[config.mk]
export PLATFORM = sky130hd
export DESIGN_NAME = bba_map_ram
export DESIGN_NICKNAME = d
export VERILOG_FILES = /design/src/rtl/bba_pkg.sv /design/src/rtl/bba_map_ram.sv
export SDC_FILE = /design/constraint.sdc
export NUM_CORES = 2
export LEC_CHECK = 0
export BUFFER_PORTS_ARGS = -buffer_cell sky130_fd_sc_hd__buf_2
export CORE_MARGIN = 1.5
export CORE_UTILIZATION = 40
export DETAILED_ROUTE_END_ITERATION = 7
export REMOVE_ABC_BUFFERS = 1
export SLEW_MARGIN = 20
export SYNTH_ARGS = -nofsm -noshare
export SYNTH_HDL_FRONTEND = slang
export SYNTH_SLANG_ARGS = --single-unit
[constraint.sdc]
create_clock -name i_clk -period 10.01 [get_ports i_clk]
set_input_delay 0.5005 -clock i_clk [delete_from_list [all_inputs] [get_ports i_clk]]
set_output_delay 0.5005 -clock i_clk [all_outputs]
set_load 0.02 [all_outputs]
[src/rtl/bba_pkg.sv]
// Shared types and constants for the bitmap block allocator.
// No dependencies; every rtl file imports this package.
package bba_pkg;

    localparam int ID_W  = 12;          // block id and granted block width
    localparam int BN_W  = 13;          // internal block number / count width
    localparam int ST_W  = 2;           // result status width
    localparam int IDX_W = 2;           // config register index width
    localparam int BN_MAX = (2 ** BN_W) - 1;

    localparam logic [IDX_W-1:0] REG_FIRST_DATA_BLOCK = 2'd0;
    localparam logic [IDX_W-1:0] REG_BLOCK_COUNT      = 2'd1;

    localparam logic KIND_ALLOC = 1'b0;
    localparam logic KIND_FREE  = 1'b1;

    typedef enum logic [ST_W-1:0] {
        ST_OK    = 2'd0,
        ST_FULL  = 2'd1,
        ST_RANGE = 2'd2
    } t_status;

    typedef enum logic [1:0] {
        S_CLEAR,
        S_IDLE,
        S_SCAN,
        S_FREE
    } t_state;

    typedef struct packed {
        logic [ID_W-1:0] first_data_block;
        logic [BN_W-1:0] limit;            // block count saturated to capacity
    } t_cfg;

endpackage

[src/rtl/bba_map_ram.sv]
// Usage map storage: one word of map bits per entry, one write and one read port.
// Read data is registered. Uses bba_pkg only by convention.
module bba_map_ram
    import bba_pkg::*;
#(
    parameter int DEPTH = 128,
    parameter int WB    = 32,
    parameter int AW    = 7
) (
    input  logic          i_clk,
    input  logic          i_re,
    input  logic [AW-1:0] i_raddr,
    output logic [WB-1:0] o_rdata,
    input  logic          i_we,
    input  logic [AW-1:0] i_waddr,
    input  logic [WB-1:0] i_wdata
);

    logic [WB-1:0] r_mem [DEPTH];
    logic [WB-1:0] r_rdata;

    always_ff @(posedge i_clk) begin
        if (i_we) begin
            r_mem[i_waddr] <= i_wdata;
        end
    end

    always_ff @(posedge i_clk) begin
        if (i_re) begin
            r_rdata <= r_mem[i_raddr];
        end
    end

    assign o_rdata = r_rdata;

endmodule

==> key figures <==
Cells and area
  – Layout net count: 6410
  – Fill cells: 31400
  – Multi-input gate area: 32300 um2
  – Layout cells sized above 1: 0.352
  – Most common cell after layout, fill and taps aside: edfxtp_1
  – Commonest cells after routing, fill and taps aside: edfxtp_1 (4128), mux4_2 (1344), clkbuf_16 (400)
  – Synthesis-to-finish area growth: 13.6%
  – Final Instance Area: 178000 um2
  – Register cell area after layout: 124000 um2
  – Non-filler cells, final: 11900
  – Core Util, Final: 0.457

Worst hold path
  – Hold Path Class: input pin to register

Timing
  – RSZ-0062 raised after global routing: no
  – Setup Skew: 0.0472 ns
  – Achievable frequency: 252 MHz
  – Tcrit/Tclk final: 0.396
  – Slew Limit Fails: 0
  – Relative slew slack: 0.226
  – Setup TNS: 0 ns
  – Final setup fails: 0
  – Worst Tran Pin Value: 1.16 ns
  – Final Critical Period: 3.97 ns
  – Count of final hold-check violations: 0

Synth
  – Post-synth cell types: 16
  – Yosys top cell area share: 0.792
  – Top cells by area, synth: edfxtp_1 (79%), mux4_2 (19%), clkbuf_1 (0.44%)
  – Mapped Cells: 5990
  – Mapped Area: 157000 um2
  – Sequential area share after synthesis: 0.792
  – Total number of yosys warnings: 0
  – Avg Cell Area, Syn: 26.1 um2
  – Cell taking the most area after synthesis: edfxtp_1
  – Yosys reg bits: 4128

Clock network
  – Max clock buf depth: 4
  – Post-cts resize count: 0
  – CTS tree: built
  – H-tree levels: 5
  – Cts hold-fix bufs: 0
  – Clk slew on worst S/H paths: 0.06 ns
  – Total clock sinks: 4128
  – Root Buffer: clkbuf_16
  – Post-CTS Setup Inserts: 0
  – Clk_lat worst skew: 0.94 ns
  – Total CTS buffers: 395

GRT
  – Total GRT Usage: 0.215
  – First-pass GRT wire length: 590000 um
  – Vias in the first global route: 71500
  – Largest net degree at the start of global routing: 150
  – Global route overflow: 0
  – Initial antenna violation count: 51

Floorplanning
  – Core area: 389000 um2
  – Die height: 629 um
  – Die Span X: 629 um
  – Initial Utilization: 0.402
  – Die area: 395000 um2
  – Num rows: 229
  – I/O pin cnt: 81

Worst setup path
  – Critical path data required time: 10.65 ns
  – Crit Path Max Fanout: 84
  – Crit path kind: input pin to register
  – Arrival @ worst endpoint: 4.61 ns
  – CP peak stage delay: 0.65 ns
  – Startpoint Class: input pin
  – CP Cell Sequence: buf_12 > buf_12 > buf_12 > mux4_2 > mux4_2 > mux4_2 > mux2_2
  – CP max stage cell: mux4_2
  – Setup crit end kind: register

Drt
  – Routed via count: 71400
  – Final ANT Viol Nets: 0
  – WL per Instance: 36.1 um
  – First-pass DRT Iterations: 5
  – DRC viols: 0
  – Vias per cell: 5.99
  – Final WL: 430000 um
  – Iter 0 DRT Violations: 10100

Power and ir drop
  – Total power: 35.8 mW
  – Cell Pwr Density: 201 nW/um2
  – Worst ir drop on vdd: 0.000154 V
  – Leakage: 53.7 nW

Place
  – Placed cells: 11200
  – Port bufs: 80
  – GPL Wtd Cong: 0.781
  – Area post-placement: 165000 um2
  – Post-DP HPWL: 223000 um

Flow run
  – MaxCap Viol Count: 0

Status
  – Outcome: finished clean
[Yosys cell counts (all sizes together)]
library cell  number
clkbuf           182
edfxtp          4128
nor2b              7
nand4              3
mux4            1344
buf              134
nor2             122
nand3             12
or3                1
nand2             14
nor3               9
nand2b             2
mux2              32
[kinds of logic after synthesis]
group | Yosys count | synth area share
buf+inv | 316 | 0.00837
mux | 1376 | 0.196
simple gates | 170 | 0.00445
flops | 4128 | 0.792
[layout make-up]
| class | instances | area share |
|---|---|---|
| Antenna cell | 50 | 0.000703 |
| Sequential cell | 4128 | 0.697 |
| Tap cell | 5197 | 0.0365 |
| Timing Repair Buffer | 290 | 0.0134 |
| Multi-Input combinational cell | 1546 | 0.181 |
| Clock buffer | 467 | 0.0577 |
| Clock inverter | 244 | 0.0136 |
[state kept, by name (all words and copies together), names as in the netlist]
signal   count
o_rdata     32
r_mem     4096
[power by group]
group	internal (mW)	switching (mW)	total, mW
Combinational	0.678	1.15	1.82
Sequential	19.1	0.0501	19.2
Clock	8.49	6.36	14.9
[worst max-delay path, delay by kind of cell]
kind | cells | cell delay (ns)
muxes | 4 | 2.21
buffers and inverters | 3 | 1.41
[metrics by stage]
step	hold WS (ns)	worst slack [ns]
4_1_cts	0.0112	6.02
5_1_grt	0.0393	5.85
6_report	0.0521	6.04
3_5_place_dp	0.987	5.11
2_1_floorplan	0.599	6.30
3_3_place_gp	0.965	5.09
[routing by layer]
metal  wire length, um  GRT usage
met1            170000      0.301
met2            211000      0.351
met3             38900     0.0392
met4             10600     0.0567
met5               160          0
[path summary, 6_finish.rpt]
| path | cells past startpoint | startpoint | slack, ns | to |
|---|---|---|---|---|
| worst max-delay path | 7 | i_raddr[0] | 6.04 | o_rdata[18]$_DFFE_PP_ |
| worst min-delay path | 1 | i_wdata[23] | 0.05 | r_mem[126][23]$_DFFE_PP_ |
| worst min register to register | 4 | r_mem[26][19]$_DFFE_PP_ | 1.22 | o_rdata[19]$_DFFE_PP_ |
| worst max register to register | 4 | r_mem[118][22]$_DFFE_PP_ | 7.06 | o_rdata[22]$_DFFE_PP_ |
No activity file was read; power rests on OpenSTA's default activity.
