--- src/rtl/bba_pkg.sv ---
// Shared types and constants for the bitmap block allocator.
// No dependencies; every rtl file imports this package.
package bba_pkg;

    localparam int ID_W  = 12;          // block id and granted block width
    localparam int BN_W  = 13;          // internal block number / count width
    localparam int ST_W  = 2;           // result status width
    localparam int IDX_W = 2;           // config register index width
    localparam int BN_MAX = (2 ** BN_W) - 1;

    localparam logic [IDX_W-1:0] REG_FIRST_DATA_BLOCK = 2'd0;
    localparam logic [IDX_W-1:0] REG_BLOCK_COUNT      = 2'd1;

    localparam logic KIND_ALLOC = 1'b0;
    localparam logic KIND_FREE  = 1'b1;

    typedef enum logic [ST_W-1:0] {
        ST_OK    = 2'd0,
        ST_FULL  = 2'd1,
        ST_RANGE = 2'd2
    } t_status;

    typedef enum logic [1:0] {
        S_CLEAR,
        S_IDLE,
        S_SCAN,
        S_FREE
    } t_state;

    typedef struct packed {
        logic [ID_W-1:0] first_data_block;
        logic [BN_W-1:0] limit;            // block count saturated to capacity
    } t_cfg;

endpackage

--- src/rtl/bba_ctrl.sv ---
// Request sequencer: map clearing pass, word-by-word first-fit scan, free
// read-modify-write, and the result register. Depends on bba_pkg.
module bba_ctrl
    import bba_pkg::*;
#(
    parameter int DEPTH = 128,
    parameter int WB    = 32,
    parameter int AW    = 7
) (
    input  logic            i_clk,
    input  logic            i_rst_n,
    input  logic            i_start,
    input  logic            i_kind,
    input  logic [ID_W-1:0] i_block_id,
    input  t_cfg            i_cfg,
    output logic            o_busy,
    output logic            o_valid,
    output logic [ID_W-1:0] o_granted_block,
    output logic [ST_W-1:0] o_status,
    output logic            o_re,
    output logic [AW-1:0]   o_raddr,
    input  logic [WB-1:0]   i_rdata,
    output logic            o_we,
    output logic [AW-1:0]   o_waddr,
    output logic [WB-1:0]   o_wdata
);

    localparam int SH = $clog2(WB);
    localparam logic [WB-1:0] ONES = {WB{1'b1}};
    localparam logic [SH-1:0] TOP_BIT = SH'(WB - 1);

    t_state          r_state, n_state;
    logic [BN_W-1:0] r_word, n_word;
    logic [SH-1:0]   r_bit, n_bit;
    logic [AW-1:0]   r_clr, n_clr;
    logic            r_valid, n_valid;
    logic [ID_W-1:0] r_granted, n_granted;
    t_status         r_status, n_status;

    logic            accept;
    logic [BN_W-1:0] fdb_ext;
    logic [BN_W-1:0] fdb_word;
    logic [BN_W-1:0] lim_m1;
    logic [BN_W-1:0] last_word;
    logic [BN_W-1:0] id_word;
    logic [WB-1:0]   lo_mask;
    logic [WB-1:0]   hi_mask;
    logic [WB-1:0]   avail;
    logic            found;
    logic [SH-1:0]   found_idx;
    logic [BN_W-1:0] grant_bn;

    function automatic logic [SH-1:0] lowest_set(input logic [WB-1:0] v);
        logic [SH-1:0] idx;
        idx = '0;
        for (int i = WB - 1; i >= 0; i--) begin
            if (v[i]) begin
                idx = SH'(i);
            end
        end
        return idx;
    endfunction

    assign accept    = i_start && (r_state == S_IDLE);
    assign fdb_ext   = BN_W'(i_cfg.first_data_block);
    assign fdb_word  = fdb_ext >> SH;
    assign lim_m1    = i_cfg.limit - BN_W'(1);
    assign last_word = lim_m1 >> SH;
    assign id_word   = BN_W'(i_block_id) >> SH;

    // only blocks in [first_data_block, limit) are candidates
    always_comb begin
        lo_mask   = (r_word == fdb_word) ? (ONES << fdb_ext[SH-1:0]) : ONES;
        hi_mask   = (r_word == last_word) ? (ONES >> (TOP_BIT - lim_m1[SH-1:0])) : ONES;
        avail     = ~i_rdata & lo_mask & hi_mask;
        found     = |avail;
        found_idx = lowest_set(avail);
        grant_bn  = (r_word << SH) | BN_W'(found_idx);
    end

    // next state and registered datapath
    always_comb begin
        n_state   = r_state;
        n_word    = r_word;
        n_bit     = r_bit;
        n_clr     = r_clr;
        n_valid   = 1'b0;
        n_granted = r_granted;
        n_status  = r_status;
        case (r_state)
            S_CLEAR: begin
                n_clr = r_clr + AW'(1);
                if (r_clr == AW'(DEPTH - 1)) begin
                    n_state = S_IDLE;
                end
            end
            S_IDLE: begin
                if (accept) begin
                    if (i_kind == KIND_ALLOC) begin
                        if (fdb_ext >= i_cfg.limit) begin
                            n_valid   = 1'b1;
                            n_granted = '0;
                            n_status  = ST_FULL;
                        end else begin
                            n_word  = fdb_word;
                            n_state = S_SCAN;
                        end
                    end else begin
                        if (BN_W'(i_block_id) >= i_cfg.limit) begin
                            n_valid   = 1'b1;
                            n_granted = '0;
                            n_status  = ST_RANGE;
                        end else begin
                            n_word  = id_word;
                            n_bit   = i_block_id[SH-1:0];
                            n_state = S_FREE;
                        end
                    end
                end
            end
            S_SCAN: begin
                if (found) begin
                    n_valid   = 1'b1;
                    n_granted = grant_bn[ID_W-1:0];
                    n_status  = ST_OK;
                    n_state   = S_IDLE;
                end else if (r_word == last_word) begin
                    n_valid   = 1'b1;
                    n_granted = '0;
                    n_status  = ST_FULL;
                    n_state   = S_IDLE;
                end else begin
                    n_word = r_word + BN_W'(1);
                end
            end
            S_FREE: begin
                n_valid   = 1'b1;
                n_granted = '0;
                n_status  = ST_OK;
                n_state   = S_IDLE;
            end
            default: begin
                n_state = S_IDLE;
            end
        endcase
    end

    // memory controls and status outputs
    always_comb begin
        o_busy  = (r_state != S_IDLE);
        o_re    = 1'b0;
        o_raddr = AW'(r_word + BN_W'(1));
        o_we    = 1'b0;
        o_waddr = AW'(r_word);
        o_wdata = i_rdata;
        case (r_state)
            S_CLEAR: begin
                o_we    = 1'b1;
                o_waddr = r_clr;
                o_wdata = '0;
            end
            S_IDLE: begin
                o_re    = accept;
                o_raddr = (i_kind == KIND_ALLOC) ? AW'(fdb_word) : AW'(id_word);
            end
            S_SCAN: begin
                // next word is fetched while this one is examined
                o_re    = 1'b1;
                o_we    = found;
                o_wdata = i_rdata | (WB'(1) << found_idx);
            end
            S_FREE: begin
                o_we    = 1'b1;
                o_wdata = i_rdata & ~(WB'(1) << r_bit);
            end
            default: begin
                o_re = 1'b0;
            end
        endcase
    end

    always_ff @(posedge i_clk) begin
        if (!i_rst_n) begin
            r_state <= S_CLEAR;
            r_clr   <= '0;
            r_valid <= 1'b0;
        end else begin
            r_state <= n_state;
            r_clr   <= n_clr;
            r_valid <= n_valid;
        end
    end

    always_ff @(posedge i_clk) begin
        r_word    <= n_word;
        r_bit     <= n_bit;
        r_granted <= n_granted;
        r_status  <= n_status;
    end

    assign o_valid         = r_valid;
    assign o_granted_block = r_granted;
    assign o_status        = r_status;

endmodule
--- config.mk ---
export PLATFORM = sky130hd
export DESIGN_NAME = bba_ctrl
export DESIGN_NICKNAME = d
export VERILOG_FILES = /design/src/rtl/bba_pkg.sv /design/src/rtl/bba_ctrl.sv
export SDC_FILE = /design/constraint.sdc
export NUM_CORES = 1
export LEC_CHECK = 0
export ABC_CLOCK_PERIOD_IN_PS = 5250
export BUFFER_PORTS_ARGS = -buffer_cell sky130_fd_sc_hd__buf_2
export CAP_MARGIN = 20
export CORE_MARGIN = 2
export CORE_UTILIZATION = 45
export CTS_CLUSTER_SIZE = 14
export DETAILED_ROUTE_END_ITERATION = 12
export PLACE_DENSITY = 0.65
export SETUP_SLACK_MARGIN = 0.3
export SLEW_MARGIN = 20
export SYNTH_ARGS = -nofsm -noshare
export SYNTH_HDL_FRONTEND = slang
export SYNTH_SLANG_ARGS = --single-unit
--- constraint.sdc ---
create_clock -name i_clk -period 5.25 [get_ports i_clk]
set_input_delay 0.2625 -clock i_clk [delete_from_list [all_inputs] [get_ports i_clk]]
set_output_delay 0.2625 -clock i_clk [all_outputs]
set_load 0.01 [all_outputs]
==> flow_summary_export.csv <==
group,metric,value,unit
pwr,power_density,311,nW/µm²
setup_path,critical_path.most_common_cell,"or4_4",
clock_tree,holdBufCountCts,0,
clock_tree,cts_root_buf,"clkbuf_16",
synthesis,ys_types,94,
setup_path,r2r_start,"r_word[9]",
timing,final_max_slew_viol_count,0,
setup_path,worstReg2RegEnd,"r_word[8]",
pwr,peakVddDrop,0.000242,V
die,io_pins,137,
drt,vias,7864,
global_routing,grt_max_degree,27,
synthesis,synth-xor-area-share,4.46,%
drt,wire_per_inst,22.8,µm
synthesis,yosys.area.top_type,"edfxtp_1",
setup_path,r2r_cells,13,
pwr,p_int,1270,µW
drt,drt_first_pass_iters,5,
clock_tree,cts_max_level,2,
pwr,leakagePower,0.00321,µW
synthesis,synth-compound-area-share,32.8,%
finish,finalCoreUtilization,55.1,%
pwr,power,2400,µW
synthesis,syn_inst,896,
finish,final_cell_mix,"buf_2, nand2_1, o21ai_0",
finish,syn2layout_area_growth,19.0,%
drt,dr.first_iter.drc_count,830,
synthesis,synth.area.top_cells,"edfxtp_1, o21ai_0, ha_1, nand2_1, a21oi_1",
clock_tree,cts_tree,"done",
synthesis,synth_simple_gate_area_share,30.0,%
drt,drc_errors,0,
setup_path,startpoint_type,"flop",
clock_tree,cts_max_path_buffers,2,
finish,nets,1135,
timing,hold_violations,0,
setup_path,cpMaxStageDelayCell,"or4_2",
global_routing,grt_pass1_wl,40800,µm
setup_path,cp_data_arrival_time,4570,ps
synthesis,ys_warn_count,0,
synthesis,synthArstFlopShare,0,%
synthesis,synth_flop_cell,"edfxtp_1",
timing,finalClockSkew,3.48,ps
setup_path,cp_max_fo,8,
synthesis,synth.area.mux_share,2.51,%
die,rows,43,
place,placed_area,7420,µm²
pwr,seqPwrFrac,24.7,%
job,cap_violations,0,
setup_path,crit_family,"simple AND/OR/NAND/NOR gates",
finish,final_cells,1210,
place,place_hpwl,22400,µm
synthesis,avgSynthCellArea,7.23,µm²
pwr,power_switching,1130,µW
pwr,power.share.clock,14.3,%
synthesis,syn_area,6480,µm²
worst_hold_path,holdCritStartpoint,"i_block_id[0]",
setup_path,cpPeakStageDelay,720,ps
pwr,pwr-share-comb,61.0,%
die,core_region_area,14000,µm²
die,die_w,124,µm
die,die-area,15400,µm²
timing,fin_crit_sh,92.0,%
worst_hold_path,hold_class,"in -> reg",
timing,worstMarginPinSlew,1010,ps
global_routing,grt_pass1_vias,6982,
drt,via_per_inst,6.50,
setup_path,cp.depth,12,
setup_path,endpoint,"o_wdata[18]",
setup_path,startpoint,"r_word[9]",
outcome,status,"finished clean",
clock_tree,path_clk_slew,60,ps
synthesis,seq_area_frac_synth,17.9,%
drt,ant_nets,0,
timing,finalSetupViolCount,0,
synthesis,syn_nets,1002,
die,start_util,46.3,%
global_routing,gr-total-overflow,0,
drt,wl,27500,µm
clock_tree,cts_sinks,42,
timing,slew_headroom,32.2,%
setup_path,end_kind,"output pin",
synthesis,synth_adder_area_share,6.37,%
place,dp.cells,1197,
global_routing,grt_use_total,35.3,%
pwr,power_switching_share,47.1,%
place,globalplace.congestion,1.04,
timing,setup_tns,0,ps
setup_path,crit_required,4990,ps
timing,fmax,207,MHz
synthesis,synth_top_area_share,14.8,%
setup_path,critical_path_class,"reg -> out",
timing,grt_setup_unrepaired,"true",
synthesis,synth_edf_count,32,
finish,insertedDiodeCount,0,
die,die_h,124,µm
finish,final_layout_size_suffix_gt1_share,25.0,%
setup_path,worst-path-buf-inv,1,
place,io_buffers,136,
finish,fin_area,7710,µm²
clock_tree,cts_buffers,5,
timing,period_needed,4830,ps
setup_path,r2r_slack,880,ps
clock_tree,insertion_delay,280,ps
global_routing,antenna_found_initial,0,
finish,final_common_cell,"buf_2",
synthesis,ys_ff_latch,42,
setup_path,critical_path.cell_chain,"or4_4, or4_4, or4_2, a22oi_1, nand4_1, a21o_1, o2111ai_1, a21oi_1, a2111o_1, nand2b_2, o21ai_1, buf_2",
synthesis,synth_top_family_by_area,"compound AO/OA/AOI/OAI gates",
worst min-delay path by stage:
stage | endpoint | slack [ps] | cells past startpoint
after CTS | r_bit[0] | 210 | 1
after global routing | r_bit[0] | 210 | 1
after global placement | r_bit[0] | 490 | 1
final | r_bit[0] | 200 | 1
after floorplan | r_bit[0] | 360 | 0
after detailed placement | r_bit[0] | 500 | 1
area by class of cell:
cell class | instances | area [µm²]
Clock buffer | 7 | 133
Sequential cell | 42 | 1160
Tap cell | 180 | 225
Multi-Input combinational cell | 764 | 5020
Inverter | 42 | 158
Timing Repair Buffer | 174 | 978
Fill cell | 1413 | 6280
Clock inverter | 1 | 30.0
kinds of logic after synthesis:
| family | after synthesis |
|---|---|
| simple gates | 365 |
| compound gates | 318 |
| buf+inv | 90 |
| flops | 42 |
| xor+xnor | 33 |
| fa+ha+maj | 33 |
| mux | 15 |
repair_timing:
action	4_1_cts	5_1_grt
cloned	0	0
resized for setup	2	16
pin swaps	0	5
setup buffers	0	5
setup endpoints to repair	9	33
per-stage QoR:
step | setup slack (ps) | hold WS, ps
6_report | 422 | 203
5_1_grt | 275 | 206
3_3_place_gp | 404 | 489
3_5_place_dp | 228 | 499
2_1_floorplan | 868 | 361
4_1_cts | 305 | 207
state kept, by name (all words and copies together), names as in the netlist:
register,flops
o_valid,1
r_clr,7
r_state,2
o_status,2
o_granted_block,12
r_word,13
r_bit,5
cell usage after synthesis, types with 5 or more instances:
master,count
o31ai_1,10
a21oi_1,59
and3_1,14
or3_1,7
xor2_1,18
o211ai_1,5
mux2i_1,5
o21bai_1,7
nor3b_1,6
or2_2,8
a211oi_1,16
o22ai_1,10
a41oi_1,11
a21boi_0,5
nor2_1,69
clkbuf_1,38
nand3_1,25
nand2b_1,13
xnor2_1,15
edfxtp_1,32
nand2_1,94
nor4_1,12
nor2b_1,21
mux2_2,10
and2_1,15
nand4_1,15
o21ai_0,87
o21a_1,6
inv_1,40
dfxtp_1,10
a21o_1,11
a31oi_1,25
o2111ai_1,5
o21ai_2,8
o31a_1,5
nor3_1,27
ha_1,33
power by group through the flow:
stage | clock (µW) | sequential (µW) | combinational, µW
after floorplan | 0 | 586 | 877
after global placement | 0 | 607 | 1400
after detailed placement | 0 | 607 | 1390
after CTS | 349 | 601 | 1400
after global routing | 362 | 606 | 1590
final | 343 | 594 | 1460
per-layer routing:
layer / part of all wire [%] / GRT usage, %
met2: 44 / 56.0
met4: 4.0 / 13.6
met1: 42 / 47.9
met5: 0 / 0
met3: 9.4 / 5.82
Note: power is estimated with default switching activity, not from simulation.
